### config.mk
export PLATFORM = sky130hd
export DESIGN_NAME = distinct_value_counter
export DESIGN_NICKNAME = d
export VERILOG_FILES = /design/src/sv/dvc_pkg.sv /design/src/sv/dvc_cell.sv /design/src/sv/dvc_tally.sv /design/src/sv/distinct_value_counter.sv
export SDC_FILE = /design/constraint.sdc
export NUM_CORES = 1
export LEC_CHECK = 0
export ABC_AREA = 1
export BUFFER_PORTS_ARGS = -buffer_cell sky130_fd_sc_hd__buf_2
export CAP_MARGIN = 20
export CORE_UTILIZATION = 35
export DETAILED_ROUTE_END_ITERATION = 7
export MAX_ROUTING_LAYER = met4
export PLACE_DENSITY = 0.57
export SKIP_LAST_GASP = 1
export SLEW_MARGIN = 5
export SYNTH_ARGS = -nofsm -noshare
export SYNTH_HDL_FRONTEND = slang
export SYNTH_HIERARCHICAL = 1
export SYNTH_SLANG_ARGS = --single-unit
### constraint.sdc
create_clock -name clk -period 5.73 [get_ports clk]
set_clock_uncertainty 0.15 [all_clocks]
set_input_delay 1.719 -clock clk [delete_from_list [all_inputs] [get_ports clk]]
set_output_delay 1.719 -clock clk [all_outputs]
set_load 0.03 [all_outputs]
### src/sv/dvc_pkg.sv
package dvc_pkg;

  localparam int VALUE_W           = 32;
  localparam int COUNT_W           = 5;
  localparam int DEFAULT_MAX_ITEMS = 16;

  // Request travelling down the cell chain
  typedef struct packed {
    logic               valid;   // slot carries a request
    logic               active;  // value was taken into the set (not dropped)
    logic               last;    // closes the set
    logic               ovf;     // set overflowed (meaningful with last)
    logic               seen;    // an earlier cell already holds this value
    logic               placed;  // a cell took this value as a new distinct one
    logic [VALUE_W-1:0] value;
  } dvc_token_t;

endpackage

### src/sv/dvc_cell.sv
module dvc_cell
  import dvc_pkg::*;
(
  input  logic       clk,
  input  logic       rst,
  input  logic       adv,
  input  dvc_token_t tok_in,
  output dvc_token_t tok_out
);

  logic               occupied;
  logic [VALUE_W-1:0] stored;
  logic               hit;
  logic               take;
  dvc_token_t         tok_mod;

  always_comb begin
    hit  = tok_in.valid && tok_in.active && occupied && (stored == tok_in.value);
    take = tok_in.valid && tok_in.active && !occupied && !tok_in.seen && !tok_in.placed;
    tok_mod        = tok_in;
    tok_mod.seen   = tok_in.seen | hit;
    tok_mod.placed = tok_in.placed | take;
  end

  // Free the cell once the closing request has gone by
  always_ff @(posedge clk) begin
    if (rst) begin
      occupied <= 1'b0;
    end else if (adv) begin
      if (tok_in.valid && tok_in.last) begin
        occupied <= 1'b0;
      end else if (take) begin
        occupied <= 1'b1;
      end
    end
  end

  always_ff @(posedge clk) begin
    if (adv && take) begin
      stored <= tok_in.value;
    end
  end

  always_ff @(posedge clk) begin
    if (rst) begin
      tok_out.valid <= 1'b0;
    end else if (adv) begin
      tok_out <= tok_mod;
    end
  end

endmodule

### src/sv/dvc_tally.sv
module dvc_tally
  import dvc_pkg::*;
#(
  parameter int MAX_ITEMS = DEFAULT_MAX_ITEMS
) (
  input  logic               clk,
  input  logic               rst,
  input  logic               adv,
  input  dvc_token_t         tok_in,
  input  logic               out_stall,
  output logic               out_valid,
  output logic [COUNT_W-1:0] out_count,
  output logic               out_ovf
);

  localparam int CW = $clog2(MAX_ITEMS + 1);

  logic [CW-1:0]    count;
  logic [CW-1:0]    count_next;
  logic [CW+4:0]    count_ext;
  logic             fire;

  always_comb begin
    count_next = count + CW'(tok_in.placed);
    count_ext  = {5'b0, count_next};
    fire       = adv && tok_in.valid && tok_in.last;
  end

  always_ff @(posedge clk) begin
    if (rst) begin
      count <= '0;
    end else if (adv && tok_in.valid) begin
      count <= tok_in.last ? '0 : count_next;
    end
  end

  always_ff @(posedge clk) begin
    if (rst) begin
      out_valid <= 1'b0;
    end else if (fire) begin
      out_valid <= 1'b1;
    end else if (!out_stall) begin
      out_valid <= 1'b0;
    end
  end

  // A single distinct value reports as zero
  always_ff @(posedge clk) begin
    if (fire) begin
      out_count <= (count_next == CW'(1)) ? '0 : count_ext[COUNT_W-1:0];
      out_ovf   <= tok_in.ovf;
    end
  end

endmodule

### src/sv/distinct_value_counter.sv
// Channel  | Signals                                    | Direction
// ---------+--------------------------------------------+----------
// sample   | sample_valid, sample_stall, sample_value,  | in
//          | last_item                                  |
// result   | result_valid, result_stall,                | out
//          | distinct_count, overflow                   |
//
// While sample_stall is low, one request enters per cycle and the chain of MAX_ITEMS
// cells moves one cell a cycle. The tally registers the result behind the last cell.
// The closing request frees each cell as it passes: no clearing pass after reset.
// A stalled result holds the whole chain, so sample_stall follows result_stall
// while a result is pending.
module distinct_value_counter
  import dvc_pkg::*;
#(
  parameter int MAX_ITEMS = DEFAULT_MAX_ITEMS
) (
  input  logic                      clk,
  input  logic                      rst,
  input  logic                      sample_valid,
  output logic                      sample_stall,
  input  logic signed [VALUE_W-1:0] sample_value,
  input  logic                      last_item,
  output logic                      result_valid,
  input  logic                      result_stall,
  output logic [COUNT_W-1:0]        distinct_count,
  output logic                      overflow
);

  localparam int            CW      = $clog2(MAX_ITEMS + 1);
  localparam logic [CW-1:0] MAX_CNT = CW'(MAX_ITEMS);

  // Intake: number of stored values and drop flag of the open set
  logic [CW-1:0] item_count;
  logic          overflow_seen;
  logic          adv;
  logic          accept;
  logic          room;
  dvc_token_t    link [MAX_ITEMS+1];

  // Advance the chain whenever the result register can take what exits
  assign adv          = !result_valid || !result_stall;
  assign sample_stall = !adv;
  assign accept       = sample_valid && adv;
  assign room         = item_count < MAX_CNT;

  // Build the request at the head of the chain; a dropped value goes inert
  always_comb begin
    link[0].valid  = sample_valid;
    link[0].active = room;
    link[0].last   = last_item;
    link[0].ovf    = overflow_seen || !room;
    link[0].seen   = 1'b0;
    link[0].placed = 1'b0;
    link[0].value  = sample_value;
  end

  // Count stored values, note drops, restart on the closing request
  always_ff @(posedge clk) begin
    if (rst) begin
      item_count    <= '0;
      overflow_seen <= 1'b0;
    end else if (accept) begin
      if (last_item) begin
        item_count    <= '0;
        overflow_seen <= 1'b0;
      end else if (room) begin
        item_count    <= item_count + CW'(1);
      end else begin
        overflow_seen <= 1'b1;
      end
    end
  end

  // Chain of compare-and-hold cells: each keeps one distinct value of the set
  for (genvar i = 0; i < MAX_ITEMS; i++) begin : g_cell
    dvc_cell u_cell (
      .clk     (clk),
      .rst     (rst),
      .adv     (adv),
      .tok_in  (link[i]),
      .tok_out (link[i+1])
    );
  end

  // Count new values leaving the chain and register the result
  dvc_tally #(
    .MAX_ITEMS (MAX_ITEMS)
  ) u_tally (
    .clk       (clk),
    .rst       (rst),
    .adv       (adv),
    .tok_in    (link[MAX_ITEMS]),
    .out_stall (result_stall),
    .out_valid (result_valid),
    .out_count (distinct_count),
    .out_ovf   (overflow)
  );

  a_no_single: assert property (@(posedge clk) disable iff (rst)
    result_valid |-> distinct_count != COUNT_W'(1))
    else $error("single distinct value reported as one");

  a_count_bound: assert property (@(posedge clk) disable iff (rst)
    item_count <= MAX_CNT)
    else $error("item count beyond capacity");

  a_stall_link: assert property (@(posedge clk) disable iff (rst)
    sample_stall == (result_valid && result_stall))
    else $error("input stall out of step with result stall");

  a_drop_flag: assert property (@(posedge clk) disable iff (rst)
    (accept && !room && !last_item) |=> overflow_seen)
    else $error("dropped value not flagged");

endmodule
## Word-level counts from Yosys, hierarchy flattened

Index checks and enable logic that the tools add are counted.

| word-level totals | value |
|---|---|
| input port bits | 37 |
| output and inout port bits | 8 |
| bits in registers | 1056 |

| operators by class | value |
|---|---|
| add/subtract/negate cells | 2 |
| bitwise logic cells | 30 |
| reductions and logical operators | 214 |
| mux-type cells | 39 |
| order comparisons | 1 |
| equality and inequality tests | 18 |

Operators with widths:

| operator | number |
|---|---|
| $eq A32 B32 Y1 | 15 |
| $logic_and A1 B1 Y1 | 126 |
| $logic_not A1 Y1 | 50 |
| $reduce_and A2 Y1 | 19 |
| $mux W1 | 36 |
| $reduce_bool A2 Y1 | 17 |
| $or A1 B1 Y1 | 29 |
| $mux W5 | 3 |
| $add A5 B1 Y5 | 1 |
| $add A5 B1 Y5 const B | 1 |
| $eq A5 B1 Y1 const B | 1 |
| $lt A5 B5 Y1 const B | 1 |
| $logic_or A1 B1 Y1 | 2 |
| $ne A2 B1 Y1 const B | 1 |
| $ne A2 B2 Y1 const B | 1 |
| $not A1 Y1 | 1 |

## Depth between registers and ports, before layout

Gate-level depths: netlist of run 1.

| depth | value |
|---|---|
| word-level depth | 6 |
| gate-level depth with buffers | 9 |
| gate-level depth less buffers | 9 |

## Cells and area by module

Netlist of run 1, hierarchy kept.

By module, submodules not included:

| module | seq. area each (um2) | cells each | area an instance (um2) | instances |
|---|---|---|---|---|
| dvc_cell | 2112.0 | 199 | 2727.6 | 16 |
| dvc_tally | 300.3 | 57 | 519.2 | 1 |
| distinct_value_counter | 120.1 | 50 | 330.3 | 1 |

## Worst setup path after synthesis of run 1

OpenSTA, ideal clock, no wires.

| timing | value |
|---|---|
| kind | in2reg |
| start | in result_stall |
| end | reg g_cell[0].u_cell/tok_out[0] (netlist bit) (enable) |
| data arrival time | 3917 ps |
| cell stages on the path | 3 |
| slack | 1232 ps |
| path buffers | 0 |
| cells stage by stage | nand2_2 inv_1 nor2_1 |

| between the ends | value |
|---|---|
| cells in the longest elaborated chain, start to end | 3 |

Ends and longest elaborated chain:

| what | RTL line | source |
|---|---|---|
| start: declaration | distinct_value_counter.sv:25 | `input logic result_stall,` |
| $logic_not A1 Y1 | -- |  |
| $logic_or A1 B1 Y1 | distinct_value_counter.sv:42 | `assign adv = !result_valid \|\| !result_stall;` |
| $reduce_and A2 Y1 (no source line) | -- |  |
| end signal: assignment | dvc_cell.sv:48 | `tok_out <= tok_mod;` |
| end: declaration | dvc_cell.sv:8 | `output dvc_token_t tok_out` |

Every way passes these cells.
A chain may end at the register's enable or synchronous reset.

## Final worst setup path of run 1

| timing | value |
|---|---|
| start | in result_stall |
| end | out sample_stall |

| between the ends | value |
|---|---|
| cells in the longest elaborated chain, start to end | 3 |

Ends and longest elaborated chain:

| what | RTL line | source |
|---|---|---|
| $logic_not A1 Y1 | -- |  |
| $logic_or A1 B1 Y1 | distinct_value_counter.sv:42 |  |
| net adv | distinct_value_counter.sv:36 | `logic adv;` |
| $logic_not A1 Y1 | distinct_value_counter.sv:43 | `assign sample_stall = !adv;` |
| end: declaration | distinct_value_counter.sv:21 | `output logic sample_stall,` |

The timed path passes the listed nets, and every way through them passes these cells.

==> results by stage, run 1 <==
STA:
- The final period utilization is 71.4%.
- Setup repair after global routing left no endpoint under its margin.
- The max-slew violation count is 0.
- In the final timing run, aggregate negative setup slack is 0 ns.
- Timing would allow up to 244 MHz.
- The actual transition at the worst max-transition pin is 1.03 ns.
- Setup violations remaining at the end of the flow were counted as 0.
- The worst slack on hold paths is 0.268 ns.
- The remaining max-slew budget at the tightest pin is 31.5%.
- The final hold violation count came to 0.
- Counting I/O delays and the setup requirement, the final critical path takes just over 4 ns.

Route:
- The number of violations reported at the end of detailed-routing iteration 0 is 887.
- The final layout contains routed wiring with a total length of 56000 µm.
- In the routed layout, each cell is associated on average with a via count of 4.14.
- The wire length per cell after detailed routing is 11.5 µm.
- The remaining antenna violation count is 0.
- In the routed design, unresolved DRC markers number 0.
- The detailed router placed 20163 vias in this run.
- The pre-antenna-repair detailed-routing pass consisted of 5 iterations.

Global route:
- The first-pass GRT wire length is 93900 µm.
- The number of global-route vias before repair is 19606.
- The initial antenna violation count is 0.
- The overflow left after global routing is 0.
- The largest net degree at the start of global routing is 57.
- The global-route usage over all layers is under 10%.

Min path:
- The class of the tightest hold or removal check is reg2reg.

Floorplan:
- Once the floorplan was initialized, standard cells occupied 35.3% of the core.
- The total number of placement rows is roughly 130.
- The die area is about 120000 µm².
- 45 I/O pins were placed.
- The region available for standard cell placement spans roughly 120000 µm².
- The die extent in y is 344 µm.
- In this run the horizontal extent of the chip is 344 µm.

Final layout:
- The final-layout fill cell count is 10627.
- After routing the design area is approximately 47000 µm².
- The net count of the finished layout is 3289.
- The fraction of layout cells with a size suffix above 1 is 9.64%.
- In the final layout, the multi-input gates occupy between 8000 and 9000 µm².
- The area added between synthesis and finish is 14.3%.
- Across the whole layout, storage elements account for 31300 µm².

CTS:
- For this design, the CTS-stage hold fixing added 0 buffers.
- The post-CTS setup-driven buffer insertion count is 0.
- The quantity of gates resized following cts is 0.
- The number of buffers between clock root and the deepest sink is 3.
- The clock tree from TritonCTS is done.
- The clock network latency to the later pin of the worst-skew pair is 0.66 ns.
- CTS saw 1056 sinks.
- The clock root buffer is clkbuf_16.
- Counting the buffers created by CTS gives 105.
- CTS built an H-tree with a depth of 3.
- The clock-pin slew of the registers on the worst-case setup and hold paths is 0.06 ns.

Power and ir drop:
- The leakage power of the design is about 18 nW.
- Across the VDD grid, the largest voltage drop is 261 µV.
- The power density over cell area is ~340 nW/µm².
- After layout, the design draws a total of 0.0161 W.

Placed design:
- The quantity of I/O buffers inserted on ports is between 40 and 50.
- The congestion estimate from routability-driven global placement came to 0.701.
- The HPWL after detailed placement is 38900 µm.
- The placed instances occupy a cell area of 43400 µm².

Setup path:
- In this run the worst path has a maximum fanout of 3.
- The element type at the critical path start is a primary input.
- The data required time of the critical path is 3.86 ns.
- The setup path with the least slack is of type in2out.
- The worst setup path is captured at a primary output.
- The data arrival at the endpoint of the critical path is between 2 and 2.5 ns.

Synth:
- Counting every instance in the synthesized netlist gives 3079.
- The combined area of all synthesized cells is 41000 µm².
- In this run the mean area of a mapped cell was 13.3 µm².
- The count of warnings emitted by yosys is 6.

Run status:
- The flow ran to the end, and the final reports show no timing, DRC or antenna violations.

Flow run:
- The total of max-cap violations is 0.
## cells in the final DEF (no fill, tap or decap), types with 3 or more instances in the layout
cell / n
edfxtp_1: 1012
nand2_1: 766
inv_1: 467
nor2_1: 236
xnor2_1: 210
clkbuf_16: 105
nand3_1: 53
xor2_1: 45
dfxtp_1: 44
buf_2: 43
a21oi_1: 41
nor2_2: 34
nand4_1: 34
clkbuf_1: 33
nor3_2: 32
or2_0: 30
clkinv_1: 24
buf_4: 17
or2_2: 16
nor2_4: 15
o21ai_1: 15
nor3_4: 15
bufinv_16: 12
clkinv_2: 12
nand2_2: 5
clkbuf_8: 5
conb_1: 4
ha_1: 3
inv_6: 3
inv_16: 3
## area by class of cell
cell class	count	area share (%)
antenna	1	0.00534
clock buffer	143	6.02
clock inverter	56	1.37
inverter	468	3.75
multi-input combinational	1557	17.3
sequential	1056	66.7
tap	1524	4.07
timing repair buffer	61	0.774
## path summary, 6_finish.rpt
path	end	slack (ns)	startpoint	cells after the start
worst max-delay path	sample_stall	1.64	result_stall	4
worst max register to register	g_cell[0].u_cell/tok_out[8]$_DFFE_PP_	3.06	u_tally/out_valid$_SDFFE_PP0P_	4
worst min-delay path	g_cell[15].u_cell/tok_out[34]$_DFFE_PP_	0.27	g_cell[14].u_cell/tok_out[34]$_DFFE_PP_	0
worst min register to register	g_cell[15].u_cell/tok_out[34]$_DFFE_PP_	0.27	g_cell[14].u_cell/tok_out[34]$_DFFE_PP_	0
## layer usage
layer / global-route usage, % / part of all wire (%) / wire [µm]
met1: 10.9 / 42 / 23600
met2: 17.7 / 52 / 29000
met3: 2.00 / 3.1 / 1720
met4: 3.63 / 3.0 / 1670
met5: - / 0 / 0
## metrics by stage
step,utilization (%),worst slack [ns],std cells
after floorplan,-,1.23,3082
after global placement,37.3,1.62,4665
after detailed placement,37.3,1.59,4665
after CTS,40.3,1.63,4864
after global routing,40.3,1.59,4865
final,40.3,1.64,4866
## critical path: stages
cell and delay [ns]:
buf_2 0.19, nand2_2 0.07, inv_1 0.06, buf_2 0.18
## report_power, final
part / switching, W / total, W / internal, W
Clock: 0.00280 / 0.00680 / 0.00401
Combinational: 0.000223 / 0.000376 / 0.000153
Sequential: 0.000196 / 0.00894 / 0.00875
Total: 0.00321 / 0.0161 / 0.0129
## sequential cells by signal, summed over array words and instances (netlist names)
name and count:
overflow_seen 1, u_tally/out_count 5, u_tally/out_valid 1, u_tally/count 5, g_cell.u_cell/occupied 16, u_tally/out_ovf 1
item_count 5, g_cell.u_cell/stored 480, g_cell.u_cell/tok_out 542
No activity file was read; power rests on OpenSTA's default activity.
==> inputs of run 2 (changes only) <==
==> constraint.sdc (replaced) <==
create_clock -name clk -period 3.79 [get_ports clk]
set_clock_uncertainty 0.15 [all_clocks]
set_input_delay 1.137 -clock clk [delete_from_list [all_inputs] [get_ports clk]]
set_output_delay 1.137 -clock clk [all_outputs]
set_load 0.03 [all_outputs]
==> run 2 against run 1 <==
Via count down 0.79%. Non-clock buffer count up 14. Setup slack got worse by 0.80 ns. Combinational power up 53%. Critical path type unchanged. Largest power group unchanged. Highest routed layer unchanged.
==> results by stage, run 2 (same netlist as run 1, synthesis figures left out) <==
CTS:
- The number of sinks handled by clock tree synthesis is 1056 (unchanged).
- The level count of the clock H-tree is 3 (unchanged).
- The clock root buffer is clkbuf_16.
- The clock tree from TritonCTS is done.
- The post-CTS setup-driven buffer insertion count is 0 (unchanged).
- The number of buffers between clock root and the deepest sink was 3 (unchanged).
- The clock-pin slew of the registers on the worst-case setup and hold paths is 0.06 ns (about the same).
- The clock network latency to the later pin of the worst-skew pair is 0.68 ns (+0.02 ns).
- The number of hold-repair buffers added at the cts stage came to 0 (unchanged).
- The total clock buffers created by CTS is 105 (unchanged).
- The quantity of gates resized following cts is 0 (unchanged).

Placed design:
- The placed wire-length estimate after detailed placement is 37500 µm (-3.5%).
- The count of placed standard cells including taps came to 4680 (+0.32%).
- The quantity of I/O buffers inserted on ports is 44 (unchanged).
- The last weighted congestion value of the routability-driven placer is 0.698 (-0.40%).
- The pre-CTS worst setup slack was 0.820 ns (-0.768 ns).

Floorplan:
- The die extent in y is 344 µm (unchanged).
- The die span in x is 344 µm (unchanged).
- The die area is 119000 µm² (unchanged).
- The area of the core is 116000 µm² (unchanged).
- The effective utilization at floorplan is 35.3% (unchanged).
- The total number of placement rows is 125 (unchanged).
- The boundary pin count came to 45 (unchanged).

Setup path:
- The worst reg-to-reg setup slack is 1.69 ns (-1.37 ns).
- Among the stages of the critical path, the cell type that occurs most often is buf_2.
- The endpoint identified for the worst register-to-register timing path is g_cell[13].u_cell/tok_out[19]$_DFFE_PP_.
- The category of the worst setup path capture point is a primary output.
- The worst setup path is launched from a primary input.
- The launch instance of the worst register-to-register path is u_tally/out_valid$_SDFFE_PP0P_.
- The highest net fanout along the worst path was 3 (unchanged).
- The data arrival at the endpoint of the critical path is 1.67 ns (-0.55 ns).
- The largest incremental delay on the critical path is 0.18 ns (about the same).
- The critical path goes through buf_2, nand2_2, inv_1, buf_2.
- The data required time of the critical path was 2.50 ns (-1.36 ns).
- The depth of the worst register-to-register path is 5 (+1).
- The startpoint-to-endpoint class of the critical path is in2out.
- The largest individual stage delay along the critical path comes from the cell buf_2.

STA:
- The final hold violation count is 0 (unchanged).
- The actual transition at the worst max-transition pin was 0.894 ns (-0.134 ns).
- The final total negative setup slack was 0 ns (unchanged).
- The max-slew violation count is 0 (unchanged).
- The worst path uses 78.0% of the clock period.
- The worst path setup slack after routing is 0.835 ns (-0.802 ns).
- The total setup violations reported at the end of the flow came to 0 (unchanged).
- Setup repair after global routing left no endpoint under its margin.
- The remaining max-slew budget at the tightest pin came to 40.4% (+8.9 points).
- The routed design could run at a clock period as short as a little under 3 ns.
- Timing would allow up to 338 MHz.

Global route:
- The first-pass GRT wire length is 90000 µm (-4.2%).
- The initial antenna violation count is 1 (+1).
- The overflow left after global routing is 0 (unchanged).
- The global-route usage over all layers was 9.47% (-0.44 points).
- The largest net degree at the start of global routing was 54 (-5.3%).
- The number of global-route vias before repair is 19196 (-2.1%).

Final layout:
- Ranked by flip-flop count, first place goes to g_cell.u_cell/tok_out.
- Leaving out fill and tap cells, the most frequent cell in the layout is edfxtp_1.
- The net count of the finished layout is 3303 (+0.43%).
- The fraction of layout cells with a size suffix above 1 is 10.3% (+0.66 points).
- The count of non-filler cells in the finished layout is 4875 (+0.18%).
- The diode insertion count for antenna repair came to 0 (-1).
- The library cells used most frequently in the layout, excluding fill and tap cells, are 1012 x edfxtp_1, 766 x nand2_1, 467 x inv_1.
- The area added between synthesis and finish was 14.2% (about the same).
- The largest registers in the layout are g_cell.u_cell/tok_out x542, g_cell.u_cell/stored x480, g_cell.u_cell/occupied x16.
- The flip-flop count of the largest register, all copies and words added is 542 (unchanged).
- The final-layout fill cell count is 10606 (-0.20%).

Min path:
- The worst min-delay path startpoint is g_cell[15].u_cell/tok_out[34]$_DFFE_PP_.
- The number of instances on the worst hold path is 0 (unchanged).
- The endpoint of the worst hold-timing path is u_tally/out_ovf$_DFFE_PP_.
- The worst hold path belongs to the class reg2reg.

Route:
- The post-detailed-routing wire length came to 53800 µm (-4.0%).
- The total via count after detailed routing came to 20004 (-0.79%).
- The number of optimization iterations in the first detailed-route pass is 5 (unchanged).
- The remaining antenna violation count is 0 (unchanged).
- The number of violations reported at the end of detailed-routing iteration 0 is 790 (-11%).
- The remaining routing DRC violations is 0 (unchanged).
- The average vias per placed instance is 4.10 (-0.97%).
- The wire length per cell after detailed routing is 11.0 µm (-4.2%).

Flow run:
- The total of max-cap violations is 0 (unchanged).

Power and ir drop:
- The power density over cell area is 512 nW/µm² (+49%).
- The largest vdd supply drop was 432 µV (+66%).
- The leakage power of the design is 17.6 nW (+0.19%).

Run status:
- The flow ran to the end, and the final reports show no timing, DRC or antenna violations.
[run 2: worst max-delay path by stage]
stage / start / to / slack, ns
after detailed placement: result_stall / sample_stall / 0.82
after floorplan: result_stall / g_cell[0].u_cell/tok_out[0]$_DFFE_PP_ / 0.47
after global routing: u_tally/out_valid$_SDFFE_PP0P_ / sample_stall / 0.62
after CTS: u_tally/out_valid$_SDFFE_PP0P_ / sample_stall / 0.64
final: result_stall / sample_stall / 0.84
after global placement: result_stall / sample_stall / 0.82
[run 2: routing by layer]
metal	wire, µm	up-vias	share of wire (%)	global-route usage (%)
li1	-	10545	-	-
met1	22800	9139	42	10.4
met2	27800	212	52	16.8
met3	1620	108	3.0	1.90
met4	1610	0	3.0	3.70
met5	0	-	0	-
[run 2: layout make-up]
class,count,area (µm²),share of cell area (%)
Sequential cell,1056,31300,66.8
Multi-Input combinational cell,1557,8090,17.3
Clock buffer,137,2810,5.99
Tap cell,1524,1910,4.07
Inverter,468,1760,3.75
Clock inverter,58,552,1.18
Timing Repair Buffer,75,468,0.999
[run 2: where the power goes]
| group | internal, W | leakage, nW | switching (W) |
|---|---|---|---|
| sequential | 0.0132 | 9.83 | 0.000289 |
| combinational | 0.000240 | 6.12 | 0.000336 |
| clock | 0.00562 | 1.65 | 0.00427 |
| total | 0.0191 | 17.6 | 0.00489 |
[run 2: worst max-delay path: cells and delay by family]
kind | cells | cell delay (ns)
simple gates | 1 | 0.10
buf+inv | 3 | 0.43
[run 2: stage by stage]
stage | power [W] | util, % | instance area, µm² | hold WS [ns]
final | 0.0240 | 40.3 | 46800 | 0.271
after global routing | 0.0250 | 40.3 | 46800 | 0.288
after CTS | 0.0243 | 40.3 | 46800 | 0.275
after detailed placement | 0.0144 | 37.4 | 43500 | 0.261
after global placement | 0.0143 | 37.4 | 43500 | 0.261
after floorplan | 0.0141 | - | 41100 | 0.250
==> inputs of run 3 (changes only) <==
==> constraint.sdc (replaced) <==
create_clock -name clk -period 3 [get_ports clk]
set_clock_uncertainty 0.15 [all_clocks]
set_input_delay 0.9 -clock clk [delete_from_list [all_inputs] [get_ports clk]]
set_output_delay 0.9 -clock clk [all_outputs]
set_load 0.03 [all_outputs]
==> run 3 against run 2 <==
Wire length rose by 2.2%. Sequential power is 27% higher. Utilization grew 0.40 points. Non-clock buffer count is 5 higher. Register-to-register slack got worse by 0.61 ns. Largest cell class unchanged. Flip-flop and latch count unchanged. Critical path depth shrank 1. Global-route usage up 0.23 points. Clock power grew 28%. Hold slack about the same.
==> results by stage, run 3 (same netlist as run 1, synthesis figures left out) <==
Run status:
- The run finished with clean final reports.

Global route:
- The largest net degree at the start of global routing is 54 (unchanged).
- The number of global-route vias before repair is 19818 (+3.2%).
- The first-pass GRT wire length is 92400 µm (+2.6%).
- The overflow left after global routing is 0 (unchanged).
- The global-route usage over all layers is 9.70% (+0.23 points).
- The initial antenna violation count is 1 (unchanged).

STA:
- The worst slack on hold paths came to 0.271 ns (-0.0000920 ns).
- Setup repair after global routing left no endpoint under its margin.
- The clock period could shrink to 2.68 ns.
- Static timing analysis puts the maximum clock frequency at 373 MHz.
- The worst path setup slack after routing came to 0.318 ns (-0.517 ns).
- The max-slew violation count is 0 (unchanged).
- The total setup violations reported at the end of the flow is 0 (unchanged).
- The final hold violation count is 0 (unchanged).
- Of the available clock period, the critical path in the final layout requires 89.4%.
- The final total negative setup slack is 0 ns (unchanged).

CTS:
- The clock tree from TritonCTS is done.
- The post-CTS setup-driven buffer insertion count is 0 (unchanged).
- The number of sinks handled by clock tree synthesis is 1056 (unchanged).
- The level count of the clock H-tree came to 3 (unchanged).
- The clock network latency to the later pin of the worst-skew pair is 0.67 ns (about the same).
- The number of hold-repair buffers added at the cts stage is 0 (unchanged).
- The total clock buffers created by CTS came to 104 (-0.95%).
- The quantity of gates resized following cts is 0 (unchanged).
- The number of buffers between clock root and the deepest sink is 3 (unchanged).
- The clock root buffer is clkbuf_16.
- The clock-pin slew of the registers on the worst-case setup and hold paths came to 0.06 ns (about the same).

Floorplan:
- The die span in x is 344 µm (unchanged).
- The area of the core came to 116000 µm² (unchanged).
- The boundary pin count came to 45 (unchanged).
- The die extent in y was 344 µm (unchanged).
- The total number of placement rows came to 125 (unchanged).
- The effective utilization at floorplan was 35.3% (unchanged).
- The die area came to 119000 µm² (unchanged).

Final layout:
- The register with the most flip-flops is g_cell.u_cell/tok_out.
- The library cells used most frequently in the layout, excluding fill and tap cells, are 1012 x edfxtp_1, 766 x nand2_1, 467 x inv_1.
- The area growth from synthesis to layout is 15.4%.
- The flip-flop count of the largest register, all copies and words added is 542 (unchanged).
- The fraction of layout cells with a size suffix above 1 was 10.5% (+0.17 points).
- The library cell used most frequently in the layout, excluding fill and tap cells, is edfxtp_1.
- In the final layout, the registers with the most flip-flops are g_cell.u_cell/tok_out x542, g_cell.u_cell/stored x480, g_cell.u_cell/occupied x16.
- The final-layout fill cell count is 10505 (-0.95%).
- The final design instance area without fill was 47300 µm² (+0.99%).
- The net count of the finished layout was 3307 (+0.12%).

Setup path:
- The worst reg2reg path endpoint is g_cell[13].u_cell/tok_out[1]$_DFFE_PP_.
- The largest incremental delay on the critical path was 0.58 ns (+0.40 ns).
- The count of buffer and inverter cells on the critical path came to 2 (-1).
- The cell with the biggest individual delay on the critical path is dfxtp_1.
- The data arrival at the endpoint of the critical path came to 1.63 ns (-0.04 ns).
- The depth of the worst register-to-register path is 5 (unchanged).
- Walking the worst path, the cells encountered are nand2_2, inv_1, buf_2.
- The data required time of the critical path was 1.95 ns (-0.55 ns).
- The element type at the critical path start is a flop.
- The launch instance of the worst register-to-register path is u_tally/out_valid$_SDFFE_PP0P_.
- The category of cells accounting for the largest share of critical-path delay is flip-flops.
- The highest net fanout along the worst path is 5 (+2).
- The worst setup path is captured at a primary output.
- The worst reg-to-reg setup slack came to 1.08 ns (-0.61 ns).
- The critical path is of the reg2out type.

Min path:
- In this run the worst hold path is classified as reg2reg.
- The number of instances on the worst hold path is 0 (unchanged).
- The worst hold path begins at g_cell[0].u_cell/tok_out[34]$_DFFE_PP_.
- The endpoint of the worst hold-timing path is g_cell[1].u_cell/tok_out[34]$_DFFE_PP_.

Power and ir drop:
- The largest vdd supply drop was 592 µV (+37%).
- The power density over cell area was 645 nW/µm² (+26%).
- The total chip power is 0.0305 W (+27%).
- The leakage power of the design is 17.8 nW (+0.90%).

Placed design:
- The pre-CTS worst setup slack is 0.501 ns (-0.319 ns).
- The quantity of I/O buffers inserted on ports is 44 (unchanged).
- The placed wire-length estimate after detailed placement is 38500 µm (+2.6%).
- The post-place instance area is 43900 µm² (+0.97%).
- The last weighted congestion value of the routability-driven placer is 0.709 (+1.6%).

Route:
- The average vias per placed instance is 4.12 (+0.51%).
- The number of optimization iterations in the first detailed-route pass is 5 (unchanged).
- The post-detailed-routing wire length is 55000 µm (+2.2%).
- The remaining routing DRC violations is 0 (unchanged).
- The remaining antenna violation count came to 0 (unchanged).
- The total via count after detailed routing was 20126 (+0.61%).
- The wire length per cell after detailed routing is 11.3 µm (+2.1%).
- The number of violations reported at the end of detailed-routing iteration 0 is 691 (-13%).

Flow run:
- The total of max-cap violations was 0 (unchanged).
## run 3: layer usage
metal	vias up	GRT usage, %	share of wire, %
li1	10561	-	-
met1	9257	10.6	43
met2	193	17.5	52
met3	115	1.92	3.0
met4	0	3.40	2.6
met5	-	-	0
## run 3: worst max path at each step
stage                                         from                                      to  slack, ns  cells past startpoint
finish              u_tally/out_valid$_SDFFE_PP0P_                            sample_stall       0.32                      3
global route        u_tally/out_valid$_SDFFE_PP0P_                            sample_stall       0.06                      3
CTS                 u_tally/out_valid$_SDFFE_PP0P_                            sample_stall       0.11                      3
detailed placement                    result_stall  g_cell[1].u_cell/tok_out[18]$_DFFE_PP_       0.50                      6
global placement                      result_stall                            sample_stall       0.51                      4
floorplan                             result_stall    g_cell[0].u_cell/stored[0]$_DFFE_PP_       0.04                      3
## run 3: area by class of cell
type	count	area, µm²	area share (%)
well taps	1524	1910	4.03
inverters	468	1760	3.71
repair buffers	80	881	1.86
flip-flops and latches	1056	31300	66.1
multi-input cells	1557	8100	17.1
clock inverters	62	639	1.35
diodes	1	2.50	0.00529
clock buffers	132	2760	5.83
## run 3: where the power goes
part	internal, W	switching [W]	total (W)
combinational	0.000339	0.000436	0.000775
clock	0.00740	0.00528	0.0127
sequential	0.0167	0.000373	0.0171
total	0.0244	0.00609	0.0305
## run 3: through the flow
step,utilization (%),std cells
2_1_floorplan,-,3082
3_3_place_gp,37.8,4685
3_5_place_dp,37.8,4685
4_1_cts,40.7,4879
5_1_grt,40.7,4879
6_report,40.7,4880
